File: src/rtl/bma_pkg.sv
`timescale 1ns / 1ps
`default_nettype none

package bma_pkg;

  localparam int MAX_WINDOW_DEF  = 64;
  localparam int SAMPLE_BITS_DEF = 16;
  localparam int CFG_W           = 7;
  localparam int QUEUE_DEPTH     = 2;

  typedef enum logic [1:0] {
    ST_IDLE,
    ST_READ,
    ST_ACC,
    ST_DIV
  } bma_state_e;

  typedef struct packed {
    logic busy;
    logic done;
  } bma_div_stat_t;

endpackage

`default_nettype wire

File: src/rtl/bma_if.sv
`timescale 1ns / 1ps
`default_nettype none

interface bma_in_if #(
  parameter int SAMPLE_BITS = bma_pkg::SAMPLE_BITS_DEF
);
  logic                          valid;
  logic                          ready;
  logic signed [SAMPLE_BITS-1:0] sample;
  logic                          end_of_block;

  modport source (output valid, output sample, output end_of_block, input ready);
  modport sink   (input valid, input sample, input end_of_block, output ready);
endinterface

interface bma_out_if #(
  parameter int SAMPLE_BITS = bma_pkg::SAMPLE_BITS_DEF
);
  logic                          valid;
  logic                          ready;
  logic signed [SAMPLE_BITS-1:0] average;
  logic                          final_output;

  modport source (output valid, output average, output final_output, input ready);
  modport sink   (input valid, input average, input final_output, output ready);
endinterface

interface bma_cfg_if;
  logic                       valid;
  logic                       ready;
  logic [bma_pkg::CFG_W-1:0]  window_length;

  modport source (output valid, output window_length, input ready);
  modport sink   (input valid, input window_length, output ready);
endinterface

`default_nettype wire

File: src/rtl/bma_front.sv
`timescale 1ns / 1ps
`default_nettype none

module bma_front #(
  parameter int SAMPLE_BITS = bma_pkg::SAMPLE_BITS_DEF
) (
  input  logic     clk_i,
  input  logic     rst_ni,
  bma_in_if.sink   in_i,
  bma_in_if.source q_o
);

  localparam int DEPTH = bma_pkg::QUEUE_DEPTH;
  localparam int PTR_W = (DEPTH > 1) ? $clog2(DEPTH) : 1;
  localparam int CNT_W = $clog2(DEPTH + 1);

  logic signed [SAMPLE_BITS-1:0] smp_q [DEPTH];
  logic [DEPTH-1:0]              last_q;
  logic [PTR_W-1:0]              wr_ptr_q, wr_ptr_d;
  logic [PTR_W-1:0]              rd_ptr_q, rd_ptr_d;
  logic [CNT_W-1:0]              cnt_q, cnt_d;
  logic                          push, pop;

  assign in_i.ready     = (cnt_q != CNT_W'(DEPTH));
  assign q_o.valid      = (cnt_q != '0);
  assign q_o.sample     = smp_q[rd_ptr_q];
  assign q_o.end_of_block = last_q[rd_ptr_q];

  assign push = in_i.valid & in_i.ready;
  assign pop  = q_o.valid & q_o.ready;

  always_comb begin
    wr_ptr_d = wr_ptr_q;
    rd_ptr_d = rd_ptr_q;
    cnt_d    = cnt_q;
    if (push) begin
      wr_ptr_d = (wr_ptr_q == PTR_W'(DEPTH - 1)) ? '0 : wr_ptr_q + PTR_W'(1);
    end
    if (pop) begin
      rd_ptr_d = (rd_ptr_q == PTR_W'(DEPTH - 1)) ? '0 : rd_ptr_q + PTR_W'(1);
    end
    if (push && !pop) begin
      cnt_d = cnt_q + CNT_W'(1);
    end else if (pop && !push) begin
      cnt_d = cnt_q - CNT_W'(1);
    end
  end

  always_ff @(posedge clk_i or negedge rst_ni) begin
    if (!rst_ni) begin
      wr_ptr_q <= '0;
      rd_ptr_q <= '0;
      cnt_q    <= '0;
    end else begin
      wr_ptr_q <= wr_ptr_d;
      rd_ptr_q <= rd_ptr_d;
      cnt_q    <= cnt_d;
    end
  end

  always_ff @(posedge clk_i) begin
    if (push) begin
      smp_q[wr_ptr_q]  <= in_i.sample;
      last_q[wr_ptr_q] <= in_i.end_of_block;
    end
  end

endmodule

`default_nettype wire

File: src/rtl/bma_divider.sv
`timescale 1ns / 1ps
`default_nettype none

// Restoring divider, one quotient bit per cycle, signed dividend, truncates toward zero.
module bma_divider #(
  parameter int SUM_W       = 22,
  parameter int LEN_W       = 7,
  parameter int SAMPLE_BITS = bma_pkg::SAMPLE_BITS_DEF
) (
  input  logic                          clk_i,
  input  logic                          rst_ni,
  input  logic                          start_i,
  input  logic signed [SUM_W-1:0]       dividend_i,
  input  logic        [LEN_W-1:0]       divisor_i,
  output bma_pkg::bma_div_stat_t        stat_o,
  output logic signed [SAMPLE_BITS-1:0] quotient_o
);

  localparam int CNT_W = $clog2(SUM_W + 1);

  logic             busy_q, done_q;
  logic [CNT_W-1:0] cnt_q;
  logic [SUM_W-1:0] dvd_q;
  logic [LEN_W-1:0] rem_q;
  logic             neg_q;

  logic [SUM_W-1:0]       mag;
  logic [LEN_W:0]         shifted;
  logic [LEN_W:0]         diff;
  logic                   ge;
  logic [SAMPLE_BITS-1:0] quot_mag;

  assign mag     = dividend_i[SUM_W-1] ? SUM_W'(-dividend_i) : SUM_W'(dividend_i);
  assign shifted = {rem_q, dvd_q[SUM_W-1]};
  assign ge      = (shifted >= {1'b0, divisor_i});
  assign diff    = shifted - {1'b0, divisor_i};

  assign quot_mag   = dvd_q[SAMPLE_BITS-1:0];
  assign quotient_o = neg_q ? -$signed(quot_mag) : $signed(quot_mag);

  assign stat_o.busy = busy_q;
  assign stat_o.done = done_q;

  always_ff @(posedge clk_i or negedge rst_ni) begin
    if (!rst_ni) begin
      busy_q <= 1'b0;
      done_q <= 1'b0;
      cnt_q  <= '0;
    end else if (start_i) begin
      busy_q <= 1'b1;
      done_q <= 1'b0;
      cnt_q  <= '0;
    end else if (busy_q) begin
      cnt_q <= cnt_q + CNT_W'(1);
      if (cnt_q == CNT_W'(SUM_W - 1)) begin
        busy_q <= 1'b0;
        done_q <= 1'b1;
      end
    end
  end

  always_ff @(posedge clk_i) begin
    if (start_i) begin
      dvd_q <= mag;
      rem_q <= '0;
      neg_q <= dividend_i[SUM_W-1];
    end else if (busy_q) begin
      dvd_q <= {dvd_q[SUM_W-2:0], ge};
      rem_q <= ge ? diff[LEN_W-1:0] : shifted[LEN_W-1:0];
    end
  end

endmodule

`default_nettype wire

File: src/rtl/bma_back.sv
`timescale 1ns / 1ps
`default_nettype none

module bma_back #(
  parameter int MAX_WINDOW  = bma_pkg::MAX_WINDOW_DEF,
  parameter int SAMPLE_BITS = bma_pkg::SAMPLE_BITS_DEF
) (
  input  logic      clk_i,
  input  logic      rst_ni,
  bma_cfg_if.sink   cfg_i,
  bma_in_if.sink    q_i,
  bma_out_if.source out_o
);

  localparam int LEN_W  = $clog2(MAX_WINDOW + 1);
  localparam int ADDR_W = $clog2(MAX_WINDOW);
  localparam int SUM_W  = SAMPLE_BITS + $clog2(MAX_WINDOW);

  bma_pkg::bma_state_e state_q, state_d;

  logic        [LEN_W-1:0]       len_q, len_d, len_cfg;
  logic        [ADDR_W-1:0]      wp_q, wp_d, leave_addr;
  logic        [LEN_W-1:0]       fill_q, fill_d;
  logic signed [SUM_W-1:0]       sum_q, sum_d, sum_next;
  logic signed [SAMPLE_BITS-1:0] x_q, x_d;
  logic                          last_q, last_d;
  logic        [LEN_W-1:0]       tail_q, tail_d;
  logic signed [SAMPLE_BITS-1:0] old_q, old_val;
  logic                          out_valid_q, out_valid_d;
  logic signed [SAMPLE_BITS-1:0] out_avg_q, out_avg_d;
  logic                          out_final_q, out_final_d;
  logic                          mem_we, div_start;
  logic        [LEN_W:0]         wp_ext;

  logic signed [SAMPLE_BITS-1:0] mem_q [MAX_WINDOW];

  bma_pkg::bma_div_stat_t        div_stat;
  logic signed [SAMPLE_BITS-1:0] div_quot;

  bma_divider #(
    .SUM_W       (SUM_W),
    .LEN_W       (LEN_W),
    .SAMPLE_BITS (SAMPLE_BITS)
  ) u_bma_divider (
    .clk_i      (clk_i),
    .rst_ni     (rst_ni),
    .start_i    (div_start),
    .dividend_i (sum_next),
    .divisor_i  (len_q),
    .stat_o     (div_stat),
    .quotient_o (div_quot)
  );

  assign cfg_i.ready        = 1'b1;
  assign out_o.valid        = out_valid_q;
  assign out_o.average      = out_avg_q;
  assign out_o.final_output = out_final_q;

  // Zero length acts as one, oversize saturates.
  always_comb begin
    if (cfg_i.window_length == '0) begin
      len_cfg = LEN_W'(1);
    end else if (32'(cfg_i.window_length) > 32'(MAX_WINDOW)) begin
      len_cfg = LEN_W'(MAX_WINDOW);
    end else begin
      len_cfg = LEN_W'(cfg_i.window_length);
    end
  end

  assign wp_ext     = (LEN_W + 1)'(wp_q);
  assign leave_addr = (wp_ext >= (LEN_W + 1)'(len_q))
                    ? ADDR_W'(wp_ext - (LEN_W + 1)'(len_q))
                    : ADDR_W'(wp_ext + (LEN_W + 1)'(MAX_WINDOW) - (LEN_W + 1)'(len_q));

  // Leaving entry only counts once it was written in this block.
  assign old_val  = (fill_q >= len_q) ? old_q : '0;
  assign sum_next = sum_q + SUM_W'(x_q) - SUM_W'(old_val);

  always_comb begin
    state_d     = state_q;
    len_d       = len_q;
    wp_d        = wp_q;
    fill_d      = fill_q;
    sum_d       = sum_q;
    x_d         = x_q;
    last_d      = last_q;
    tail_d      = tail_q;
    out_valid_d = out_valid_q & ~out_o.ready;
    out_avg_d   = out_avg_q;
    out_final_d = out_final_q;
    mem_we      = 1'b0;
    div_start   = 1'b0;
    q_i.ready   = 1'b0;

    case (state_q)
      bma_pkg::ST_IDLE: begin
        q_i.ready = 1'b1;
        if (q_i.valid) begin
          x_d     = q_i.sample;
          last_d  = q_i.end_of_block;
          tail_d  = q_i.end_of_block ? len_q - LEN_W'(1) : '0;
          state_d = bma_pkg::ST_READ;
        end
      end
      bma_pkg::ST_READ: begin
        state_d = bma_pkg::ST_ACC;
      end
      bma_pkg::ST_ACC: begin
        sum_d     = sum_next;
        mem_we    = 1'b1;
        wp_d      = (wp_q == ADDR_W'(MAX_WINDOW - 1)) ? '0 : wp_q + ADDR_W'(1);
        fill_d    = (fill_q == LEN_W'(MAX_WINDOW)) ? fill_q : fill_q + LEN_W'(1);
        div_start = 1'b1;
        state_d   = bma_pkg::ST_DIV;
      end
      bma_pkg::ST_DIV: begin
        if (div_stat.done && !div_stat.busy && (!out_valid_q || out_o.ready)) begin
          out_valid_d = 1'b1;
          out_avg_d   = div_quot;
          out_final_d = last_q && (tail_q == '0);
          if (tail_q != '0) begin
            tail_d  = tail_q - LEN_W'(1);
            x_d     = '0;
            state_d = bma_pkg::ST_READ;
          end else begin
            if (last_q) begin
              wp_d   = '0;
              fill_d = '0;
              sum_d  = '0;
            end
            state_d = bma_pkg::ST_IDLE;
          end
        end
      end
      default: begin
        state_d = bma_pkg::ST_IDLE;
      end
    endcase

    if (cfg_i.valid) begin
      len_d  = len_cfg;
      wp_d   = '0;
      fill_d = '0;
      sum_d  = '0;
    end
  end

  always_ff @(posedge clk_i or negedge rst_ni) begin
    if (!rst_ni) begin
      state_q     <= bma_pkg::ST_IDLE;
      len_q       <= LEN_W'(1);
      wp_q        <= '0;
      fill_q      <= '0;
      sum_q       <= '0;
      tail_q      <= '0;
      last_q      <= 1'b0;
      out_valid_q <= 1'b0;
    end else begin
      state_q     <= state_d;
      len_q       <= len_d;
      wp_q        <= wp_d;
      fill_q      <= fill_d;
      sum_q       <= sum_d;
      tail_q      <= tail_d;
      last_q      <= last_d;
      out_valid_q <= out_valid_d;
    end
  end

  always_ff @(posedge clk_i) begin
    x_q         <= x_d;
    out_avg_q   <= out_avg_d;
    out_final_q <= out_final_d;
  end

  always_ff @(posedge clk_i) begin
    if (state_q == bma_pkg::ST_READ) begin
      old_q <= mem_q[leave_addr];
    end
    if (mem_we) begin
      mem_q[wp_q] <= x_q;
    end
  end

endmodule

`default_nettype wire

File: src/rtl/boxcar_moving_average_top.sv
// channel  dir  beat fields                     handshake
// cfg_i    in   window_length [6:0]             valid/ready (ready always high)
// in_i     in   sample [SB-1:0], end_of_block   valid/ready
// out_o    out  average [SB-1:0], final_output  valid/ready
//
// A result passes the queue, then states READ, ACC and DIV, where the bit-serial divider
// works over SUM_W = SAMPLE_BITS + log2(MAX_WINDOW) bits (22 by default).
// Reset is async active low; no clearing pass is needed, the window starts empty.
// A two-entry queue keeps accepting while the back end works; one output register
// holds a result while out_o stalls, and the back end waits on it.
`timescale 1ns / 1ps
`default_nettype none

module boxcar_moving_average_top #(
  parameter int MAX_WINDOW  = bma_pkg::MAX_WINDOW_DEF,
  parameter int SAMPLE_BITS = bma_pkg::SAMPLE_BITS_DEF
) (
  input  logic      clk_i,
  input  logic      rst_ni,
  bma_cfg_if.sink   cfg_i,
  bma_in_if.sink    in_i,
  bma_out_if.source out_o
);

  bma_in_if #(.SAMPLE_BITS(SAMPLE_BITS)) q_if ();

  bma_front #(
    .SAMPLE_BITS (SAMPLE_BITS)
  ) u_bma_front (
    .clk_i  (clk_i),
    .rst_ni (rst_ni),
    .in_i   (in_i),
    .q_o    (q_if.source)
  );

  bma_back #(
    .MAX_WINDOW  (MAX_WINDOW),
    .SAMPLE_BITS (SAMPLE_BITS)
  ) u_bma_back (
    .clk_i  (clk_i),
    .rst_ni (rst_ni),
    .cfg_i  (cfg_i),
    .q_i    (q_if.sink),
    .out_o  (out_o)
  );

endmodule

`default_nettype wire

File: src/flat_wrapper.sv
// flat-port wrapper written by rule: the top's interface ports become plain ports
module boxcar_moving_average_top_flat 
#(
  parameter int MAX_WINDOW  = bma_pkg::MAX_WINDOW_DEF,
  parameter int SAMPLE_BITS = bma_pkg::SAMPLE_BITS_DEF
)
  (clk_i, rst_ni, cfg_i_valid, cfg_i_window_length, cfg_i_ready, in_i_valid, in_i_sample, in_i_end_of_block, in_i_ready, out_o_valid, out_o_average, out_o_final_output, out_o_ready);
  bma_cfg_if cfg_i_i ();
  bma_in_if #(.SAMPLE_BITS(SAMPLE_BITS)) in_i_i ();
  bma_out_if #(.SAMPLE_BITS(SAMPLE_BITS)) out_o_i ();
  input  logic clk_i;
  input  logic rst_ni;
  input wire logic [$bits(cfg_i_i.valid)-1:0] cfg_i_valid;
  input wire logic [$bits(cfg_i_i.window_length)-1:0] cfg_i_window_length;
  output wire logic [$bits(cfg_i_i.ready)-1:0] cfg_i_ready;
  input wire logic [$bits(in_i_i.valid)-1:0] in_i_valid;
  input wire logic [$bits(in_i_i.sample)-1:0] in_i_sample;
  input wire logic [$bits(in_i_i.end_of_block)-1:0] in_i_end_of_block;
  output wire logic [$bits(in_i_i.ready)-1:0] in_i_ready;
  output wire logic [$bits(out_o_i.valid)-1:0] out_o_valid;
  output wire logic [$bits(out_o_i.average)-1:0] out_o_average;
  output wire logic [$bits(out_o_i.final_output)-1:0] out_o_final_output;
  input wire logic [$bits(out_o_i.ready)-1:0] out_o_ready;
  assign cfg_i_i.valid = cfg_i_valid;
  assign cfg_i_i.window_length = cfg_i_window_length;
  assign cfg_i_ready = cfg_i_i.ready;
  assign in_i_i.valid = in_i_valid;
  assign in_i_i.sample = in_i_sample;
  assign in_i_i.end_of_block = in_i_end_of_block;
  assign in_i_ready = in_i_i.ready;
  assign out_o_valid = out_o_i.valid;
  assign out_o_average = out_o_i.average;
  assign out_o_final_output = out_o_i.final_output;
  assign out_o_i.ready = out_o_ready;
  boxcar_moving_average_top #(.MAX_WINDOW(MAX_WINDOW), .SAMPLE_BITS(SAMPLE_BITS)) u_core (.clk_i(clk_i), .rst_ni(rst_ni), .cfg_i(cfg_i_i), .in_i(in_i_i), .out_o(out_o_i));
endmodule
File: config.mk
export PLATFORM = sky130hd
export DESIGN_NAME = boxcar_moving_average_top_flat
export DESIGN_NICKNAME = d
export VERILOG_FILES = /design/src/rtl/bma_pkg.sv /design/src/rtl/bma_if.sv /design/src/rtl/bma_front.sv /design/src/rtl/bma_divider.sv /design/src/rtl/bma_back.sv /design/src/rtl/boxcar_moving_average_top.sv /design/src/flat_wrapper.sv
export SDC_FILE = /design/constraint.sdc
export NUM_CORES = 1
export LEC_CHECK = 0
export BUFFER_PORTS_ARGS = -buffer_cell sky130_fd_sc_hd__clkbuf_2
export CAP_MARGIN = 30
export CORE_MARGIN = 1
export CORE_UTILIZATION = 50
export CTS_CLUSTER_DIAMETER = 100
export DETAILED_ROUTE_END_ITERATION = 6
export PLACE_DENSITY = 0.62
export SLEW_MARGIN = 15
export SYNTH_ARGS = -nofsm -noshare
export SYNTH_HDL_FRONTEND = slang
export SYNTH_SLANG_ARGS = --single-unit
File: constraint.sdc
create_clock -name clk_i -period 7.61 [get_ports clk_i]
set_input_delay 2.283 -clock clk_i [delete_from_list [all_inputs] [get_ports clk_i]]
set_output_delay 2.283 -clock clk_i [all_outputs]
set_load 0.01 [all_outputs]
==> run summary <==
Final layout
- **Filler Cell Count** 7,285
- **design area** 0.0557 mm²
- **Final #Nets** 2,871
- **antenna diode instance count** 0
- **area of the multi-input gates** 0.0132 mm²
- **synthesis-to-layout area growth** 12.2%
- **final cell count without fillers** 4,144
- **register area** 0.0357 mm²
- **proportion of layout cells with a drive suffix above 1** 23.7%

Synthesis
- **share of the synthesized area in compound gates (AO/OA/AOI/OAI)** 3.32%
- **dominant combinational cell family by area after synthesis** multiplexers
- **share of synthesized registers carrying an async set or reset** 5.33%
- **Cell Area, Synth** 0.0496 mm²
- **synthesized-area fraction occupied by and/or/nand/nor cells** 3.98%
- **cell type with the largest total area after synthesis** sky130_fd_sc_hd__edfxtp_1
- **Netlist cell types** 72
- **top cells by area in the synthesized netlist** sky130_fd_sc_hd__edfxtp_1 68%, sky130_fd_sc_hd__mux4_2 15%, sky130_fd_sc_hd__dfrtp_1 3.2%
- **number of flops mapped to enable cells by yosys** 1,130
- **warnings from Yosys** 0
- **most frequent cells after synthesis** 1,130 x sky130_fd_sc_hd__edfxtp_1, 320 x sky130_fd_sc_hd__mux4_2, 136 x sky130_fd_sc_hd__nor2_1
- **area share of fa/ha/maj cells after synthesis** 2.37%
- **Yosys top cell area share** 68.4%
- **portion of the post-synthesis area used by sequential elements** 71.9%
- **multiplexer area fraction after synthesis** 15.4%
- **most frequent cell after synthesis** sky130_fd_sc_hd__edfxtp_1
- **Seq cells post-synth** 1,201
- **Cells after Synth** 2,608
- **Synthesized Nets** 2,717
- **most used flip-flop cell after synthesis** sky130_fd_sc_hd__edfxtp_1
- **Synth Area per Inst** 19.0 µm²
- **xor and xnor fraction of the mapped netlist area** 1.15%

Global route
- **first-pass GRT wire length** 169 mm
- **largest net degree at the start of global routing** 78
- **met3 routing resource usage after global routing** 3.65%
- **layer carrying the most global-route usage** met2
- **remaining global-route overflow** 0
- **initial antenna violation count** 0
- **met2 routing resource usage after global routing** 38.2%
- **global routing usage on met1** 32.8%
- **via count of the first global-routing pass** 25,600
- **gr usage total** 23.2%

Placed design
- **placed cell areas** 0.0520 mm²
- **cell count after placement** 3,926
- **count of input and output buffers** 47
- **final estimated routing congestion in global placement** 0.841
- **pre-CTS WS** 1.58 ns
- **DP Wirelength** 65.6 mm

Timing
- **summed negative setup slack over all endpoints** 0 ns
- **Worst Clk Skew** 0.0269 ns
- **total count of hold-check failures in the final report** 0
- **setup slack of the critical path after layout** 1.59 ns
- **final clock period utilization by the worst path** 79.1%
- **maximum clock rate** 0.166 GHz
- **Slew HR** 34.8%
- **max-slew violations** 0
- **slew of the pin with the lowest slew margin** 0.977 ns
- **final hold slack** 0.476 ns
- **final critical-path required period** 6.02 ns
- **final number of setup-violating endpoints** 0
- **unrepaired setup endpoints after global routing** false

Power
- **reported leakage power** 18.5 nW
- **portion of total power attributed to combinational logic** 39.3%
- **part of the total power dissipated in the clock network** 23.4%
- **net switching share of the total power** 35.1%
- **Power per Cell Area** 429 mW/mm²
- **Net Sw Power** 0.00839 W
- **internal power consumption** 0.0155 W
- **worst IR drop on VDD** 0.337 mV
- **register share of total power** 37.3%

Setup path
- **CP bufs+invs** 1
- **family with the most delay on the worst path** compound AO/OA/AOI/OAI gates
- **largest fanout of any net on the critical path** 16
- **peak per-stage delay on the critical path** 0.62 ns
- **worst endpoint data arrival time** 6.46 ns
- **critical path required time** 8.05 ns
- **critical setup path kind** register to register
- **Startpoint Class** register
- **critical-path cell list** ha_1, nand2b_1, a31oi_1, o21ai_0, o21ai_0, nand2b_1, and2_1, fa_1, inv_1, ha_1, a21o_1, a31oi_1, a2111oi_0, a211oi_1, o2111ai_1, nor3_2, nand3_1, mux2_1, a221o_1
- **highest-delay cell along the critical path** sky130_fd_sc_hd__dfstp_2
- **endpoint kind of the worst setup timing path** register

Route
- **Via Count** 25,100
- **detailed-routing iteration count for the pre-antenna-repair pass** 7
- **post-DR wirelength/cell** 27.5 µm
- **count of routing violations after the opening detailed-route iteration** 2,669
- **Total Routed Length** 114 mm
- **remaining routing DRC violations** 0
- **vias per cell** 6.05
- **remaining antenna violation count** 0

Clock network
- **number of buffers inserted to repair setup after CTS** 0
- **Root Buffer Master** sky130_fd_sc_hd__clkbuf_16
- **number of hold buffers added after cts** 0
- **TritonCTS clock tree** built
- **clk buf depth** 3
- **Resized cells post-CTS** 0
- **number of buffers inserted during clock tree synthesis** 119
- **total number of H-tree levels** 3
- **worst skew pair latency** 0.72 ns
- **number of clock sinks** 1,201
- **clock transition at the register clock pins on the worst setup and hold paths after CTS** 0.06 ns

Die
- **number of primary I/O pins** 49
- **number of rows in the core area** 115
- **initial cell density of the core** 50.5%
- **area of the die** 0.100 mm²
- **core outline area** 0.0983 mm²
- **overall die width** 317 µm
- **die height** 317 µm

Min path
- **path type of the worst min-delay path** register to register

Outcome
- **run status** finished, final reports clean

Flow run
- **Maximum Capacitance Violations** 0

## stage by stage
step,total power [W],utilization (%)
floorplan,0.0156,-
global placement,0.0182,52.9
detailed placement,0.0185,52.9
CTS,0.0241,56.6
global route,0.0251,56.7
finish,0.0239,56.7
## state kept, by name, indices dropped and copies added, names as in the netlist, 2 cells and up
register,count
u_core.u_bma_back.old_q,16
u_core.u_bma_back.mem_q,1024
u_core.u_bma_back.wp_q,6
u_core.u_bma_front.smp_q,32
u_core.u_bma_back.x_q,16
u_core.u_bma_back.u_bma_divider.rem_q,7
u_core.u_bma_front.last_q,2
u_core.u_bma_back.out_o.average,16
u_core.u_bma_back.len_q,7
u_core.u_bma_back.u_bma_divider.cnt_q,5
u_core.u_bma_back.sum_q,22
u_core.u_bma_back.tail_q,7
u_core.u_bma_back.state_q,2
u_core.u_bma_back.u_bma_divider.dvd_q,22
u_core.u_bma_back.fill_q,7
u_core.u_bma_front.cnt_q,2
## logic make-up after synthesis
kind of cell | count (synthesis)
mux | 365
simple gates | 406
compound gates | 253
flops | 1201
fa+ha+maj | 80
other cells | 1
buf+inv | 237
xor+xnor | 65
## routing by layer
layer  share of wire [%]  wire (µm)
met4                 1.6       1810
met1                  43      48600
met2                  50      56900
met5                   0          0
met3                 6.0       6810
## final cells by class
type	instances	share of cell area, %
clock buffers	150	5.63
clock inverters	66	0.977
inverters	115	0.775
multi-input cells	1170	23.6
flip-flops and latches	1201	64.1
well taps	1287	2.89
repair buffers	155	2.04
## power groups by stage
stage               Clock, W  Combinational [W]  Sequential, W
floorplan                  0            0.00622        0.00936
global placement           0            0.00921        0.00902
detailed placement         0            0.00943        0.00903
CTS                  0.00569            0.00947        0.00890
global route         0.00593             0.0102        0.00894
finish               0.00559            0.00939        0.00890
## cell usage in the layout, fill, tap and decap left out, drive strengths merged, types with 5 or more instances in the layout
master / Yosys / layout
edfxtp: 1130 / 1130
mux4: 320 / 320
clkbuf: 93 / 197
nor2: 136 / 136
inv: 114 / 118
buf: 29 / 108
nand2: 83 / 83
o21ai: 67 / 67
dfrtp: 63 / 63
a21oi: 58 / 58
ha: 57 / 57
clkinv: 1 / 50
xnor2: 47 / 47
mux2i: 40 / 40
nor3: 34 / 34
nand3: 26 / 26
a211oi: 26 / 26
nor2b: 25 / 25
fa: 23 / 23
and2: 22 / 22
xor2: 18 / 18
nand2b: 17 / 17
a22o: 15 / 15
o31ai: 15 / 15
a31oi: 11 / 11
o22ai: 11 / 11
and3: 10 / 10
or2: 10 / 10
a21o: 9 / 9
or3: 9 / 9
bufinv: 0 / 7
dfxtp: 7 / 7
nand4: 6 / 6
o21a: 6 / 6
clkinvlp: 0 / 6
or4: 6 / 6
mux2: 5 / 5
## tightest hold or removal path: cells and delay by family (launching register included)
family / cells / cell delay [ns]
flip-flops: 1 / 0.31
buffers and inverters: 1 / 0.04
AO/OA/AOI/OAI: 1 / 0.07
## path summary, 6_finish.rpt
check                                                                       from                                               endpoint  slack [ns]  cells after the start
max in group asynchronous                                                 rst_ni                 u_core.u_bma_back.len_q[0]$_DFFE_PN1P_        5.54                      3
min in group asynchronous                                                 rst_ni               u_core.u_bma_back.state_q[1]$_DFFE_PN0P_        1.50                      2
max reg2reg                               u_core.u_bma_back.len_q[0]$_DFFE_PN1P_    u_core.u_bma_back.u_bma_divider.dvd_q[17]$_DFFE_PP_        1.59                     19
min                        u_core.u_bma_back.u_bma_divider.rem_q[6]$_SDFFE_PP0P_  u_core.u_bma_back.u_bma_divider.rem_q[6]$_SDFFE_PP0P_        0.48                      2
min reg2reg                u_core.u_bma_back.u_bma_divider.rem_q[6]$_SDFFE_PP0P_  u_core.u_bma_back.u_bma_divider.rem_q[6]$_SDFFE_PP0P_        0.48                      2
max                                       u_core.u_bma_back.len_q[0]$_DFFE_PN1P_    u_core.u_bma_back.u_bma_divider.dvd_q[17]$_DFFE_PP_        1.59                     19
No activity file was read; power rests on OpenSTA's default activity.
